$ cat config.mk
export PLATFORM = sky130hd
export DESIGN_NAME = lsp_mul
export DESIGN_NICKNAME = d
export VERILOG_FILES = /design/src/sv/lsp_pkg.sv /design/src/sv/lsp_mul.sv
export SDC_FILE = /design/constraint.sdc
export NUM_CORES = 2
export LEC_CHECK = 0
export ABC_CLOCK_PERIOD_IN_PS = 26200
export BUFFER_PORTS_ARGS = -buffer_cell sky130_fd_sc_hd__buf_2
export CAP_MARGIN = 15
export CORE_AREA = 2 2 315 317
export CTS_BUF_LIST = sky130_fd_sc_hd__clkbuf_4 sky130_fd_sc_hd__clkbuf_8 sky130_fd_sc_hd__clkbuf_16
export DETAILED_ROUTE_END_ITERATION = 10
export DIE_AREA = 0 0 317 319
export MAX_ROUTING_LAYER = met4
export PLACE_DENSITY_LB_ADDON = 0.15
export SYNTH_ARGS = -nofsm -noshare
export SYNTH_HDL_FRONTEND = slang
export SYNTH_SLANG_ARGS = --single-unit
$ cat constraint.sdc
create_clock -name clk -period 26.2 [get_ports clk]
set_input_delay 2.62 -clock clk [delete_from_list [all_inputs] [get_ports clk]]
set_output_delay 2.62 -clock clk [all_outputs]
set_load 0.02 [all_outputs]
$ cat src/sv/lsp_pkg.sv
// shared types, constants and tables for the langevin particle step block
// no dependencies; imported by the top level, lsp_mul and lsp_cordic

package lsp_pkg;

	// default sizes handed to the top level parameters, and the configuration index width
	localparam int STATE_WIDTH_DEF  = 48;
	localparam int UNIFORM_BITS_DEF = 16;
	localparam int CFG_IDX_W        = 3;

	// fixed point constants of the noise path
	localparam int          CORDIC_STEPS = 24;
	localparam int          LOG_BITS     = 30;
	localparam logic [33:0] CORDIC_GAIN  = 34'd652032874;
	localparam logic [31:0] TWO_LN2_Q28  = 32'd372130559;
	localparam logic [31:0] TWO_PI_Q29   = 32'd3373259426;

	// reset values of the configuration registers
	localparam logic [31:0] DAMPING_RST  = 32'd42950;
	localparam logic [23:0] INV_MASS_RST = 24'd655360;
	localparam logic [15:0] DT_RST       = 16'd256;
	localparam logic [63:0] START_POS_RST = 64'd6553600;
	localparam logic [63:0] START_VEL_RST = 64'd6554;

	// right shift applied after a multiplication
	typedef enum logic [2:0] {
		SH_8,
		SH_16,
		SH_30,
		SH_31,
		SH_32,
		SH_42
	} lsp_sh_t;

	// arctangent of 2^-i in Q.30
	function automatic logic [29:0] lsp_atan(input logic [4:0] idx);
		logic [29:0] v;
		case (idx)
			5'd0:    v = 30'd843314857;
			5'd1:    v = 30'd497837829;
			5'd2:    v = 30'd263043837;
			5'd3:    v = 30'd133525159;
			5'd4:    v = 30'd67021687;
			5'd5:    v = 30'd33543516;
			5'd6:    v = 30'd16775851;
			5'd7:    v = 30'd8388437;
			5'd8:    v = 30'd4194283;
			5'd9:    v = 30'd2097149;
			5'd10:   v = 30'd1048575;
			5'd11:   v = 30'd524287;
			5'd12:   v = 30'd262143;
			5'd13:   v = 30'd131071;
			5'd14:   v = 30'd65535;
			5'd15:   v = 30'd32767;
			5'd16:   v = 30'd16383;
			5'd17:   v = 30'd8191;
			5'd18:   v = 30'd4095;
			5'd19:   v = 30'd2047;
			5'd20:   v = 30'd1023;
			5'd21:   v = 30'd511;
			5'd22:   v = 30'd255;
			5'd23:   v = 30'd127;
			default: v = 30'd0;
		endcase
		return v;
	endfunction

endpackage

$ cat src/sv/lsp_mul.sv
// shared multi-cycle multiplier: floor(a*b / 2^sh) saturated to 64 bits
// a signed 64 bit, b unsigned 32 bit; uses lsp_pkg

module lsp_mul (
	input  logic                 clk,
	input  logic                 arst_n,
	input  logic                 start,
	input  logic signed [63:0]   a,
	input  logic [31:0]          b,
	input  lsp_pkg::lsp_sh_t     sh,
	output logic                 done,
	output logic signed [63:0]   res,
	output logic                 clip
);
	import lsp_pkg::*;

	typedef enum logic [2:0] {M_IDLE, M_LO, M_HI, M_NEG, M_SHIFT} mstate_t;

	mstate_t             state_q;
	logic                neg_q;
	logic [63:0]         mag_q;
	logic [31:0]         b_q;
	lsp_sh_t             sh_q;
	logic [63:0]         plo_q;
	logic [95:0]         prod_q;
	logic signed [96:0]  sgn_q;
	logic signed [63:0]  res_q;
	logic                clip_q;
	logic                done_q;
	logic [63:0]         pp;
	logic signed [96:0]  shifted;
	logic                fits;

	// one 32x32 multiplier, low half first then high half
	assign pp = 64'((state_q == M_LO) ? mag_q[31:0] : mag_q[63:32]) * 64'(b_q);

	// constant shift selection and 64 bit range check
	always_comb begin
		case (sh_q)
			SH_8:    shifted = sgn_q >>> 8;
			SH_16:   shifted = sgn_q >>> 16;
			SH_30:   shifted = sgn_q >>> 30;
			SH_31:   shifted = sgn_q >>> 31;
			SH_32:   shifted = sgn_q >>> 32;
			SH_42:   shifted = sgn_q >>> 42;
			default: shifted = sgn_q;
		endcase
		fits = (&shifted[96:63]) | ~(|shifted[96:63]);
	end

	// sequencer and datapath registers
	always_ff @(posedge clk or negedge arst_n) begin
		if (!arst_n) begin
			state_q <= M_IDLE;
			done_q  <= 1'b0;
		end else begin
			done_q <= (state_q == M_SHIFT);
			unique case (state_q)
				M_IDLE: begin
					if (start) begin
						neg_q   <= a[63];
						mag_q   <= a[63] ? (64'd0 - 64'(a)) : 64'(a);
						b_q     <= b;
						sh_q    <= sh;
						state_q <= M_LO;
					end
				end
				M_LO: begin
					plo_q   <= pp;
					state_q <= M_HI;
				end
				M_HI: begin
					prod_q  <= 96'(plo_q) + {pp, 32'd0};
					state_q <= M_NEG;
				end
				M_NEG: begin
					sgn_q   <= neg_q ? (97'd0 - {1'b0, prod_q}) : {1'b0, prod_q};
					state_q <= M_SHIFT;
				end
				M_SHIFT: begin
					clip_q  <= ~fits;
					if (fits) begin
						res_q <= shifted[63:0];
					end else begin
						res_q <= neg_q ? {1'b1, 63'd0} : {1'b0, {63{1'b1}}};
					end
					state_q <= M_IDLE;
				end
				default: state_q <= M_IDLE;
			endcase
		end
	end

	assign done = done_q;
	assign res  = res_q;
	assign clip = clip_q;

endmodule

Word-level counts from Yosys, hierarchy flattened:

Cells that the tools add are included.

* muxes and demuxes: 8
* equal/unequal tests: 10
* bitwise gates (word level): 3
* reduce and logical (&&, ||, !) cells: 9
* multipliers: 1
* $add $sub $neg: 3

Operators by type and width (count)
* $pmux 96 s6: 1
* $mux 64: 2
* $sub 1x96->97 const A: 1
* $add 64x96->96: 1
* $mux 96: 1
* $mul 32x32->64: 1
* $sub 1x64->64 const A: 1
* $mux 63: 1
* $reduce_and 34->1: 1
* $reduce_or 34->1: 1
* $mux 32: 1
* $eq 3x2->1 const B: 4
* $pmux 3 s4: 1
* $eq 3x3->1 const B: 3
* $reduce_and 2->1: 4
* $eq 3x1->1 const B: 2
* $logic_not 3->1: 2
* $mux 3: 1
* $reduce_and 3->1: 1
* $ne 2x2->1 const B: 1
* $not 1->1: 2
* $or 1x1->1: 1

* register bits: 426
* input bits: 102
* output and inout bits: 66
* word-level logic and storage cells: 47

Depth between registers and ports, before layout:

* depth after elaboration: 6
* mapped depth: 44
* gate-level depth less buffers: 40

Worst setup path after synthesis:

No wires, ideal clock.

* kind: register to register
* start point: register state_q[2]
* end point: register prod_q[95] (data pin)
* arrival: 10.583 ns
* data required time: 25.938 ns
* path buffers: 3
* stages on the path, launching flop included: 40
* path slack: 15.356 ns
* cells stage by stage: dfrtp_1 -> nand2b_1 -> nor2_1 -> clkbuf_1 -> mux2_2 -> clkbuf_1 -> and2_1 -> fa_1 -> inv_1 -> fa_1 -> fa_1 -> fa_1 -> inv_1 -> fa_1 -> fa_1 -> fa_1 -> inv_1 -> fa_1 -> [... 4 more ...] -> nor4_1 -> a21boi_0 -> a21o_1 -> or3_1 -> a21oi_1 -> xnor2_1 -> ha_1 -> nand3_1 -> nor4_1 -> nand2_1 -> nand3_1 -> a31oi_1 -> inv_1 -> a21oi_1 -> or4b_2 -> nor4_1 -> nand4_1 -> xnor2_1

* word-level cells in the longest chain between the ends: 4

Ends and longest elaborated chain
* from (decl): line lsp_mul.sv:19 `mstate_t state_q;`
* from (signal assigned): line lsp_mul.sv:54 `state_q <= M_IDLE;`
* from (signal assigned): line lsp_mul.sv:65 `state_q <= M_LO;`
* from (signal assigned): line lsp_mul.sv:70 `state_q <= M_HI;`
* $eq 3x1->1: line lsp_mul.sv:35 `assign pp = 64'((state_q == M_LO) ? mag_q[31:0] : mag_q[63:32]) * 64'(b_q);`
* $mux 32: line lsp_mul.sv:35
* $mul 32x32->64: line lsp_mul.sv:35
* via pp[29]: line lsp_mul.sv:30 `logic [63:0] pp;`
* $add 64x96->96: line lsp_mul.sv:73 `prod_q <= 96'(plo_q) + {pp, 32'd0};`
* to (signal assigned): line lsp_mul.sv:73
* to (decl): line lsp_mul.sv:25 `logic [95:0] prod_q;`

The timed path passes the listed nets, and every way through them passes these cells.
A chain may end at the register's enable or synchronous reset.

Worst setup path after layout:

Ends and elaborated chain as after synthesis.

==> qor.txt <==
Status = finished clean
CTS Root Cell = clkbuf_16
Register area share after synthesis = 0.224
Post-synth cell types = 83
Post-synth EDFFs = 422
Main synth FF type = edfxtp_1
Largest stage delay, worst path = 0.88 ns
Clock Latency Late Sink = 0.67 ns
Slew @ Worst Pin = 1.18 ns
Final hold vios = 0
Final wirelength = 160000 µm
Ant. Diodes = 0
Synth Instances = 5803
Syn avg cell area = 9.84 µm²
Fmax = 0.0784 GHz
Core area = 97700 µm²
First-pass GRT wire length = 253000 µm
Initial Util = 0.585
CTS Buffer Depth = 3
CTS Sinks = 426
DR DRC count = 0
Synthesized Nets = 7099
Slew margin rel. = 0.205
Vias in the first global route = 43800
Vias post-DR = 42100
CP Capture Type = flop
CTS tree = done
Buffers added on ports = 167
GRT Total Usage = 0.336
Gpl congestion = 0.990
Slew Viols, Final = 0
NumNets Final = 7035
Data required, critical path = 26.61 ns
Commonest cells post-synth = fa_1 (897), inv_1 (883), nand2_1 (654)
Min-delay worst type = flop to flop
P&R area growth vs syn = 5.86%
Largest cells by area after synthesis = fa_1 (31%), edfxtp_1 (22%), and2_1 (6.8%)
Detail Route Antenna Nets = 0
Max-cap viol count = 0
First DRT Iteration DRCs = 3290
Count of final setup violators = 0
WL/cell = 22.7 µm
Worst path bufs/invs = 7
Full die area = 101000 µm²
Largest net degree at the start of global routing = 153
Most common cell in the synthesized netlist = fa_1
Hold_buf cts = 0
HPWL Detailed = 127000 µm
Htree depth = 2
CP startpoint kind = flop
Clock-pin slew on the worst setup and hold paths = 0.06 ns
Delay-heaviest family, CP = simple AND/OR/NAND/NOR gates
Yosys reg bits = 426
Tcrit/Tclk final = 0.487
Synth top area share = 0.314
Fillers = 8238
Setup TNS = 0 ns
Arr. time, crit path = 13.16 ns
Die H = 319 µm
Num ports = 168
Vias per std cell = 5.96
Unrepaired setup endpoints after global routing = false
Tmin final = 12.75 ns
Post-synth top area cell = fa_1
CTS Buf Count = 48
Asr flop ratio synth = 0.00939
Final setup skew = 0.0473 ns
Chip width = 317 µm
Share of cells above drive strength 1 = 0.0752
Grt ovf = 0
Rows = 115
Initial antenna violation count = 1
Mapped cell area = 57100 µm²
Post-CTS Setup Repair Bufs = 0
Yosys warnings = 0
Pre-antenna DRT Iters = 6
Slowest CP cell = nor4_1
Most common cell on crit path = fa_1
Crit Path Category = flop to flop
Crit Path Max Fanout = 33
# resized after CTS = 0
per-layer routing:
layer / wire length (µm) / global-route usage / up-vias
met5: 0 / - / -
met4: 10200 / 0.176 / 0
met3: 8820 / 0.0341 / 490
met2: 79000 / 0.545 / 1589
met1: 62300 / 0.419 / 21300
li1: - / - / 18700
cells by family after synthesis:
| group | Yosys count | synth area share |
|---|---|---|
| flops | 426 | 0.224 |
| buf+inv | 1228 | 0.0808 |
| mux | 103 | 0.0260 |
| fa+ha+maj | 1194 | 0.379 |
| xor+xnor | 265 | 0.0406 |
| simple gates | 1768 | 0.161 |
| compound gates | 819 | 0.0890 |
state kept, by name (all words and copies together) (netlist names):
signal	flops
sgn_q	97
prod_q	96
mag_q	64
plo_q	64
res	64
b_q	32
sh_q	3
state_q	3
clip	1
done	1
neg_q	1
path summary, 6_finish.rpt:
kind,from,endpoint,slack (ns),cells after the start
worst min-delay path,plo_q[5]$_DFFE_PP_,prod_q[5]$_DFFE_PP_,0.42,0
worst max-delay path,state_q[2]$_DFFE_PN0P_,prod_q[95]$_DFFE_PP_,13.45,37
worst min register to register,plo_q[5]$_DFFE_PP_,prod_q[5]$_DFFE_PP_,0.42,0
max in group asynchronous,arst_n,state_q[0]$_DFFE_PN0P_,24.28,1
worst max register to register,state_q[2]$_DFFE_PN0P_,prod_q[95]$_DFFE_PP_,13.45,37
min in group asynchronous,arst_n,done$_DFF_PN0_,1.78,1
cell type report:
cell class                      instances  area [µm²]  area share
Inverter                              885        3320      0.0549
Clock buffer                           63        1320      0.0218
Sequential cell                       426       12800       0.211
Timing Repair Buffer                  229        1370      0.0227
Multi-Input combinational cell       4149       39800       0.658
Tap cell                             1287        1610      0.0266
Clock inverter                         21         304     0.00503
placed cells by master, fill, tap and decap left out, types with 46 or more instances in the layout:
| cell type | instances |
|---|---|
| nand2_1 | 654 |
| and2_1 | 616 |
| nor3_1 | 49 |
| inv_1 | 883 |
| a21oi_1 | 268 |
| xnor2_1 | 220 |
| fa_1 | 897 |
| edfxtp_1 | 422 |
| o21ai_0 | 202 |
| nor2_1 | 110 |
| nand4_1 | 48 |
| nand3_1 | 46 |
| buf_2 | 167 |
| o31ai_1 | 53 |
| buf_4 | 57 |
| ha_1 | 297 |
| clkbuf_16 | 48 |
through the flow:
| stage | util | instance area [µm²] | cells | setup slack [ns] | hold WS (ns) |
|---|---|---|---|---|---|
| 2_1_floorplan | - | 57100 | 5803 | 15.36 | 0.400 |
| 3_3_place_gp | 0.602 | 58800 | 6973 | 13.68 | 0.402 |
| 3_5_place_dp | 0.602 | 58800 | 6973 | 13.43 | 0.405 |
| 4_1_cts | 0.618 | 60400 | 7057 | 13.40 | 0.418 |
| 5_1_grt | 0.619 | 60500 | 7060 | 12.81 | 0.422 |
| 6_report | 0.619 | 60500 | 7060 | 13.45 | 0.417 |
Power is not shown: default switching activity piles up to over one toggle a cycle in this logic, so the estimate is an artifact.
