<file path="config.mk">
export PLATFORM = sky130hd
export DESIGN_NAME = lsp_isqrt
export DESIGN_NICKNAME = d
export VERILOG_FILES = /design/src/sv/lsp_isqrt.sv
export SDC_FILE = /design/constraint.sdc
export NUM_CORES = 1
export LEC_CHECK = 0
export ABC_AREA = 1
export BUFFER_PORTS_ARGS = -buffer_cell sky130_fd_sc_hd__buf_2
export CELL_PAD_IN_SITES_DETAIL_PLACEMENT = 1
export CELL_PAD_IN_SITES_GLOBAL_PLACEMENT = 1
export CORE_ASPECT_RATIO = 1.75
export CORE_MARGIN = 2
export CORE_UTILIZATION = 41
export DETAILED_ROUTE_END_ITERATION = 8
export PLACE_DENSITY = 0.88
export SLEW_MARGIN = 20
export SYNTH_ARGS = -nofsm -noshare
export SYNTH_HDL_FRONTEND = slang
export SYNTH_SLANG_ARGS = --single-unit
export TNS_END_PERCENT = 50
</file>
<file path="constraint.sdc">
create_clock -name clk -period 8.5 [get_ports clk]
set_input_delay 1.7 -clock clk [delete_from_list [all_inputs] [get_ports clk]]
set_output_delay 1.7 -clock clk [all_outputs]
set_load 0.01 [all_outputs]
</file>
<file path="src/sv/lsp_isqrt.sv">
// bit-serial integer square root of a 64 bit value, two bits a cycle
// no dependencies beyond its ports

module lsp_isqrt (
	input  logic        clk,
	input  logic        arst_n,
	input  logic        start,
	input  logic [63:0] v,
	output logic        done,
	output logic [31:0] root
);

	logic [63:0] v_q;
	logic [63:0] res_q;
	logic [63:0] bit_q;
	logic [4:0]  cnt_q;
	logic        busy_q;
	logic        done_q;
	logic [63:0] trial;

	assign trial = res_q + bit_q;

	// one restoring step per cycle, 32 steps
	always_ff @(posedge clk or negedge arst_n) begin
		if (!arst_n) begin
			busy_q <= 1'b0;
			done_q <= 1'b0;
			cnt_q  <= '0;
		end else begin
			done_q <= busy_q && (cnt_q == 5'd31);
			if (start && !busy_q) begin
				v_q    <= v;
				res_q  <= '0;
				bit_q  <= 64'd1 << 62;
				cnt_q  <= '0;
				busy_q <= 1'b1;
			end else if (busy_q) begin
				if (v_q >= trial) begin
					v_q   <= v_q - trial;
					res_q <= (res_q >> 1) + bit_q;
				end else begin
					res_q <= res_q >> 1;
				end
				bit_q <= bit_q >> 2;
				cnt_q <= cnt_q + 5'd1;
				if (cnt_q == 5'd31) begin
					busy_q <= 1'b0;
				end
			end
		end
	end

	assign done = done_q;
	assign root = res_q[31:0];

endmodule

</file>
# Word level (Yosys, flattened, before mapping)
# Cells that the tools add are included.
# op_classes
n_addsub	4
multipliers	0
n_div	0
order_cmp	1
n_eq_ne	1
n_shift	0
mux	11
bitwise_logic	0
n_reduce_logical	6
# op_table
cell	count
2-to-1 mux 64 bit	6
adder 63 x 64 -> 64 bit	1
adder 64 bit	1
greater-or-equal comparator 64 bit	1
subtractor 64 bit	1
2-to-1 mux 5 bit	2
adder 5 x 1 -> 5 bit, second input constant	1
== test 5 bit, second input constant	1
nonzero test 2 bit	2
2-to-1 mux 1 bit	3
AND reduction 3 bit	1
logical AND 1 bit	2
logical NOT 1 bit	1
# totals
ff_bits	199
latch_bits	0
ramBits	0
rom_bits	0
in_bits	67
memories	0

# Longest topological paths before layout
# Gate-level depths: netlist of run 1.
# logic_depth
ltp_word	5
ltp_mapped	30
mapped_depth_nobuf	29

# Worst setup path after synthesis of run 1
# Ideal clock, no wire load.
# synth_path
path_type	register to register
startpoint	register res_q[0]
endpoint	register v_q[0] (enable)
t_arrival_ps	8153
required_ps	7915
slack_ps	-238
path_stages_with_launch	24
n_path_buf	1
synth_period_minus_slack_ps	8738
cell_sequence	edfxtp_1 > ha_1 > inv_1 > fa_1 > nand3b_1 > nand2_1 > nand2_1 > nand2_1 > nand3_1 > nand2_1 > a21oi_1 > or2_2 > nand4_1 > nand2_1 > ha_1 > nand2_1 > nor2_2 > nand2_1 > nor3_4 > nand4_4 > nand3_2 > nand2_1 > buf_2 > a21boi_0
# synth_between
elab_chain_len	4
# synth_lines
element	line	source
start, declared	14	logic [63:0] res_q;
start signal, assigned	40	res_q <= (res_q >> 1) + bit_q;
start signal, assigned	42	res_q <= res_q >> 1;
adder 64 bit	21	assign trial = res_q + bit_q;
greater-or-equal comparator 64 bit	38	if (v_q >= trial) begin
nonzero test 2 bit (no line)	-	
AND reduction 3 bit (no line)	-	
end signal, assigned	32	v_q <= v;
end signal, assigned	39	v_q <= v_q - trial;
end, declared	13	logic [63:0] v_q;
# Every way passes these cells.
# A chain may end at the register's enable or synchronous reset.

# Final worst setup path of run 1
# layout_path
startpoint	register res_q[11]
endpoint	register v_q[8] (enable)
# The elaborated chain is that of the path after synthesis.

==> results of run 1 <==
-- worst max-delay path, cell delays in order (launching register included) --
cell and delay (ns):
edfxtp_1 0.47, ha_1 0.40, a21oi_1 0.19, a21boi_0 0.40
nand3_1 0.36, a21oi_1 0.50, inv_1 0.09, nand4_1 0.22
nand3_1 0.12, nand2_1 0.07, nand2_1 0.08, ha_1 0.41
nand2_1 0.13, nor2_2 0.17, nand2_1 0.18, nor3_4 0.29
nand4_4 0.20, nand3_4 0.58, nand2_1 0.70, a21boi_4 0.34
buf_12 0.32
-- worst paths after layout --
check                                   startpoint                   end  depth (start not counted)
max                        res_q[11]$_SDFFCE_PP0P_      v_q[8]$_DFFE_PP_                         20
min                           cnt_q[4]$_DFFE_PN0P_  cnt_q[4]$_DFFE_PN0P_                          1
max reg2reg                res_q[11]$_SDFFCE_PP0P_      v_q[8]$_DFFE_PP_                         20
min reg2reg                   cnt_q[4]$_DFFE_PN0P_  cnt_q[4]$_DFFE_PN0P_                          1
max in group asynchronous                   arst_n      busy_q$_DFF_PN0_                          1
min in group asynchronous                   arst_n  cnt_q[4]$_DFFE_PN0P_                          1
-- synth_stat cells (all sizes together), types with 6 or more instances --
library cell  number  area (um2)
buf               49         357
nand2           1397        5250
o21a               6        45.0
nand3b            24         180
a21o               7        52.6
o21ai            179         896
xnor2             69         604
nor3              34         186
edfxtp           192        5770
inv              685        2570
xor2              36         315
dfrtp              7         175
a21oi            250        1270
clkbuf            38         143
nor4               6        37.5
nand3            242        1220
o22ai             61         382
nand4             38         253
ha               192        2400
nor2             435        1660
o21bai            37         278
a31oi             12        75.1
-- registers in the layout, summed over array words and instances, names as in the netlist --
register,flops
res_q,64
cnt_q,5
done,1
busy_q,1
bit_q,64
v_q,64
-- cells by family after synthesis --
| group | count (synthesis) |
|---|---|
| AO/OA/AOI/OAI | 564 |
| buffers and inverters | 773 |
| XOR/XNOR | 105 |
| AND/OR/NAND/NOR | 2186 |
| flip-flops | 199 |
| adder cells (fa/ha/maj) | 195 |
-- metrics by stage --
step	util	cell area, um2	std cells
after floorplan	-	24300	4022
final	0.442	26100	4859
after detailed placement	0.432	25400	4824
after CTS	0.442	26000	4856
after global routing	0.442	26100	4857
after global placement	0.432	25400	4824
-- per-layer routing --
| metal | track usage | vias up |
|---|---|---|
| met4 | 0.301 | 0 |
| li1 | - | 12903 |
| met2 | 0.657 | 842 |
| met5 | 0 | - |
| met3 | 0.0281 | 376 |
| met1 | 0.352 | 12963 |
-- final cells by class --
| type | count | area (um2) |
|---|---|---|
| antenna | 2 | 5.00 |
| clock buffer | 17 | 425 |
| clock inverter | 15 | 180 |
| fill | 8205 | 32900 |
| inverter | 686 | 2570 |
| multi-input combinational | 3050 | 15400 |
| sequential | 199 | 5940 |
| tap | 780 | 976 |
| timing repair buffer | 110 | 597 |
==> metrics, run 1 <==
CTS sink count=199; pre-CTS WS=roughly 1.9 ns; CP max FO=64; vias in the first global route=28701; global-route wire length before repair=between 150 and 200 mm; number of vias per cell=between 5 and 6; final hold vios=0; Arrival @ worst endpoint=just under 7 ns; Tcrit/Tclk final=0.796; Initial DRT Pass Iterations=5; fraction of registers with async set or reset after synthesis=0.0352; Slew Limit Headroom=0.344; Seq cells post-synth=a little under 200; Max Slew Vio Count=0; detailed-route via count=27084; 1st-iter DRT viols=around 1600; Post-Synthesis Cell Area=between 20000 and 25000 um2; height of the die=326 um; min-delay worst type=reg -> reg; Synth warnings=0; XOR/XNOR share of the synthesized area=0.0378; synthesized area per cell=between 6 and 7 um2; die area=61400 um2; cts hold-fix bufs=0; Critical Path RT=8.63 ns; Routed WL per cell=22.5 um; Syn Inst Count=4022; CTS tree=yes; share of layout cells above drive strength 1=0.0434; Die W=around 190 um; most frequent cells in the layout=nand2_1, inv_1, nor2_1, a21oi_1, nand3_1; syn nets=around 4300; Hold WS=0.521 ns; mux cell area share after synthesis=0; std cell rows=118; Clk pin slew, worst setup/hold paths=0.09 ns; Top FF cell, synth=edfxtp_1; Worst-Margin Slew=0.984 ns; final setup violation count=0; # port buffers=99; GRT overflow=0; routability-driven placement congestion ratio=about 1.0; commonest non-fill, non-tap cell in the layout=nand2_1; crit path capture type=register; WL met2=between 50 and 60 mm; Worst Skew=slightly below 0.02 ns; Highest Signal Layer=met4; core area=58900 um2; Netlist cell types=between 40 and 50; antenna violations before repair=3; Initial Util=0.413; Post-synth EDFFs=about 190; unrepaired setup endpoints after global routing=false; M1 WL=between 30 and 40 mm; setup TNS=0 ns; simple-gate share of the synthesized area=0.364; Max Buffers Root-to-Sink=2; fin crit period=around 6.8 ns; GRT Total Usage=0.353; final wirelength=roughly 110 mm; I/O Pins=100; adder and majority cell fraction of the synthesized area=0.101; Post-DRT Antenna Nets=0; drt drc=0; maximum number of pins on one net before global-route repair=between 70 and 80; Post-CTS Repair Setup Buffers=0; final net count=4326; Fmax achieved=about 0.15 GHz; R2R Setup Slk=roughly 1.7 ns; H-tree depth=4; max-cap violation count=0; Inserted Clock Buffers=17; Syn-to-layout area delta=7.06%; CP startpoint kind=register; met3 routed WL=approximately 3.7 mm; dpl hpwl=90.2 mm; Resized cells post-CTS=0; Synth Area in Compound Gates=0.127; largest family of logic cells by synthesized area=simple AND/OR/NAND/NOR gates; sequential element share of the synthesized area=0.244; CP Class=reg -> reg; CTS root buffer=clkbuf_16; Final Worst Setup Slack=between 1.5 and 2 ns; clock insertion delay at the later pin of the skew report=approximately 0.5 ns; status=complete, no violations
Power of run 1 is not shown: default switching activity piles up to over one toggle a cycle in this logic, so the estimate is an artifact.
==> inputs of run 2 (changes only) <==
- CORE_UTILIZATION: 41 -> 45
- PLACE_DENSITY: 0.88 -> 0.91
- clock period: 8.5 -> 7 ns (I/O delays scaled with it)
==> run 2 against run 1 <==
Against the previous run: global-route usage increased by 3.0 points; first-iteration DRC count increased by 13%; final cell count down 1.9%; highest routed layer unchanged; critical endpoint is now res_q[9]$_SDFFCE_PP0P_; die area shrank 8.7%; critical path type unchanged; core utilization rose by 4.4 points; non-clock buffer count up 4.
==> metrics, run 2 (same netlist as run 1, synthesis figures left out) <==
fin crit period=6.11 ns; CP max FO=about 100; vias in the first global route=between 20000 and 30000; core area=roughly 53000 um2; register area=a little under 6000 um2; Die W=between 150 and 200 um; crit path capture type=register; final setup violation count=0; std cell rows=112; Slew Limit Headroom=0.310; most frequent cell on the critical path=nand2_1; Worst Path Buf+Inv=3; met2 Usage GRT=0.693; met1 Use GR=0.377; Post-DRT Antenna Nets=0; Initial DRT Pass Iterations=6; I/O Pins=100; status=complete, no violations; most frequent cells in the layout=nand2_1, inv_1, nor2_1, a21oi_1, nand3_1; R2R Setup Slk=between 0.8 and 0.9 ns; max-cap violation count=0; maximum number of pins on one net before global-route repair=about 100; unrepaired setup endpoints after global routing=false; CP Class=reg -> reg; setup TNS=0 ns; global-route wire length before repair=between 150 and 200 mm; Routed WL per cell=about 23 um; height of the die=around 310 um; CTS sink count=~200; Tcrit/Tclk final=0.874; CP peak stage delay=0.65 ns; cts hold-fix bufs=0; clock insertion delay at the later pin of the skew report=roughly 0.50 ns; Inserted Clock Buffers=17; CP startpoint kind=register; grt peak-use layer=met2; fill count=7551; Largest regs=bit_q x64, res_q x64, v_q x64; detailed-route via count=roughly 27000; H-tree depth=4; CTS tree=yes; routing usage on met3=0.0409; Post-CTS Repair Setup Buffers=0; Clk pin slew, worst setup/hold paths=around 0.09 ns; drt drc=0; Max Slew Vio Count=0; Max Buffers Root-to-Sink=2; Syn-to-layout area delta=6.70%; Worst-Margin Slew=between 1 and 1.5 ns; Arrival @ worst endpoint=approximately 6.4 ns; dpl hpwl=89.9 mm; critical path's slowest cell=buf_6; Ant. Diodes=0; GRT overflow=0; final net count=4330; Critical Path RT=a little over 7 ns; Worst Skew=between 0.02 and 0.03 ns; Fmax achieved=roughly 0.16 GHz; GRT Total Usage=0.383; routability-driven placement congestion ratio=1.01; CP top delay family=simple AND/OR/NAND/NOR gates; commonest non-fill, non-tap cell in the layout=nand2_1; share of layout cells above drive strength 1=0.0441; Initial Util=0.456; antenna violations before repair=0; number of vias per cell=roughly 5.8; final hold vios=0; multi-input logic area=approximately 15000 um2; final wirelength=between 100 and 150 mm; 1st-iter DRT viols=~1900; min-delay worst type=reg -> reg; # port buffers=between 90 and 100; CTS root buffer=clkbuf_16; worst-path cell chain=ha_1, nand2_1, nor2_1, inv_1, nor2_1, inv_1, nor2_1, nand3_1, nand3_1, nand2_1, ha_1, nand2_1, nor3_2, nand2_1, nor3_4, nand4_4, nand3_4, buf_6, nand2_1, nand2_1, o21ai_1; die area=56000 um2; Resized cells post-CTS=0
==> run 2: worst register-to-register path, stage by stage, from the launching register on <==
cell and delay [ns]:
edfxtp_1 0.55, ha_1 0.47, nand2_1 0.12, nor2_1 0.11
inv_1 0.08, nor2_1 0.25, inv_1 0.20, nor2_1 0.56
nand3_1 0.47, nand3_1 0.18, nand2_1 0.07, ha_1 0.40
nand2_1 0.17, nor3_2 0.23, nand2_1 0.24, nor3_4 0.32
nand4_4 0.21, nand3_4 0.15, buf_6 0.65, nand2_1 0.23
nand2_1 0.14, o21ai_1 0.08
==> run 2: final cells by class <==
type                       count  share of cell area
clock inverter                15             0.00708
clock buffer                  17              0.0164
timing repair buffer         114              0.0243
inverter                     686              0.0992
sequential                   199               0.229
multi-input combinational   3050               0.591
tap                          684              0.0330
==> run 2: metrics by stage <==
stage	hold slack (ns)	worst slack [ns]	util	cells	area [um2]
CTS	0.511	0.917	0.486	4765	26000
finish	0.508	0.885	0.486	4765	26000
floorplan	0.451	0.00591	-	4022	24300
global placement	0.477	1.17	0.475	4733	25400
detailed placement	0.493	0.963	0.475	4733	25400
global route	0.548	0.708	0.486	4765	26000
==> run 2: path summary, 6_finish.rpt <==
kind                                          from                     end  cells past startpoint
setup / recovery           res_q[49]$_SDFFCE_PP0P_  res_q[9]$_SDFFCE_PP0P_                     21
hold / removal                cnt_q[3]$_DFFE_PN0P_    cnt_q[3]$_DFFE_PN0P_                      1
setup reg to reg           res_q[49]$_SDFFCE_PP0P_  res_q[9]$_SDFFCE_PP0P_                     21
hold reg to reg               cnt_q[3]$_DFFE_PN0P_    cnt_q[3]$_DFFE_PN0P_                      1
max in group asynchronous                   arst_n        busy_q$_DFF_PN0_                      2
min in group asynchronous                   arst_n        busy_q$_DFF_PN0_                      2
==> run 2: layer usage <==
| layer | vias to the layer above | part of all wire |
|---|---|---|
| li1 | 12930 | - |
| met1 | 13095 | 0.34 |
| met2 | 987 | 0.50 |
| met3 | 450 | 0.045 |
| met4 | 0 | 0.11 |
| met5 | - | 0 |
Power of run 2 is left out for the same reason.
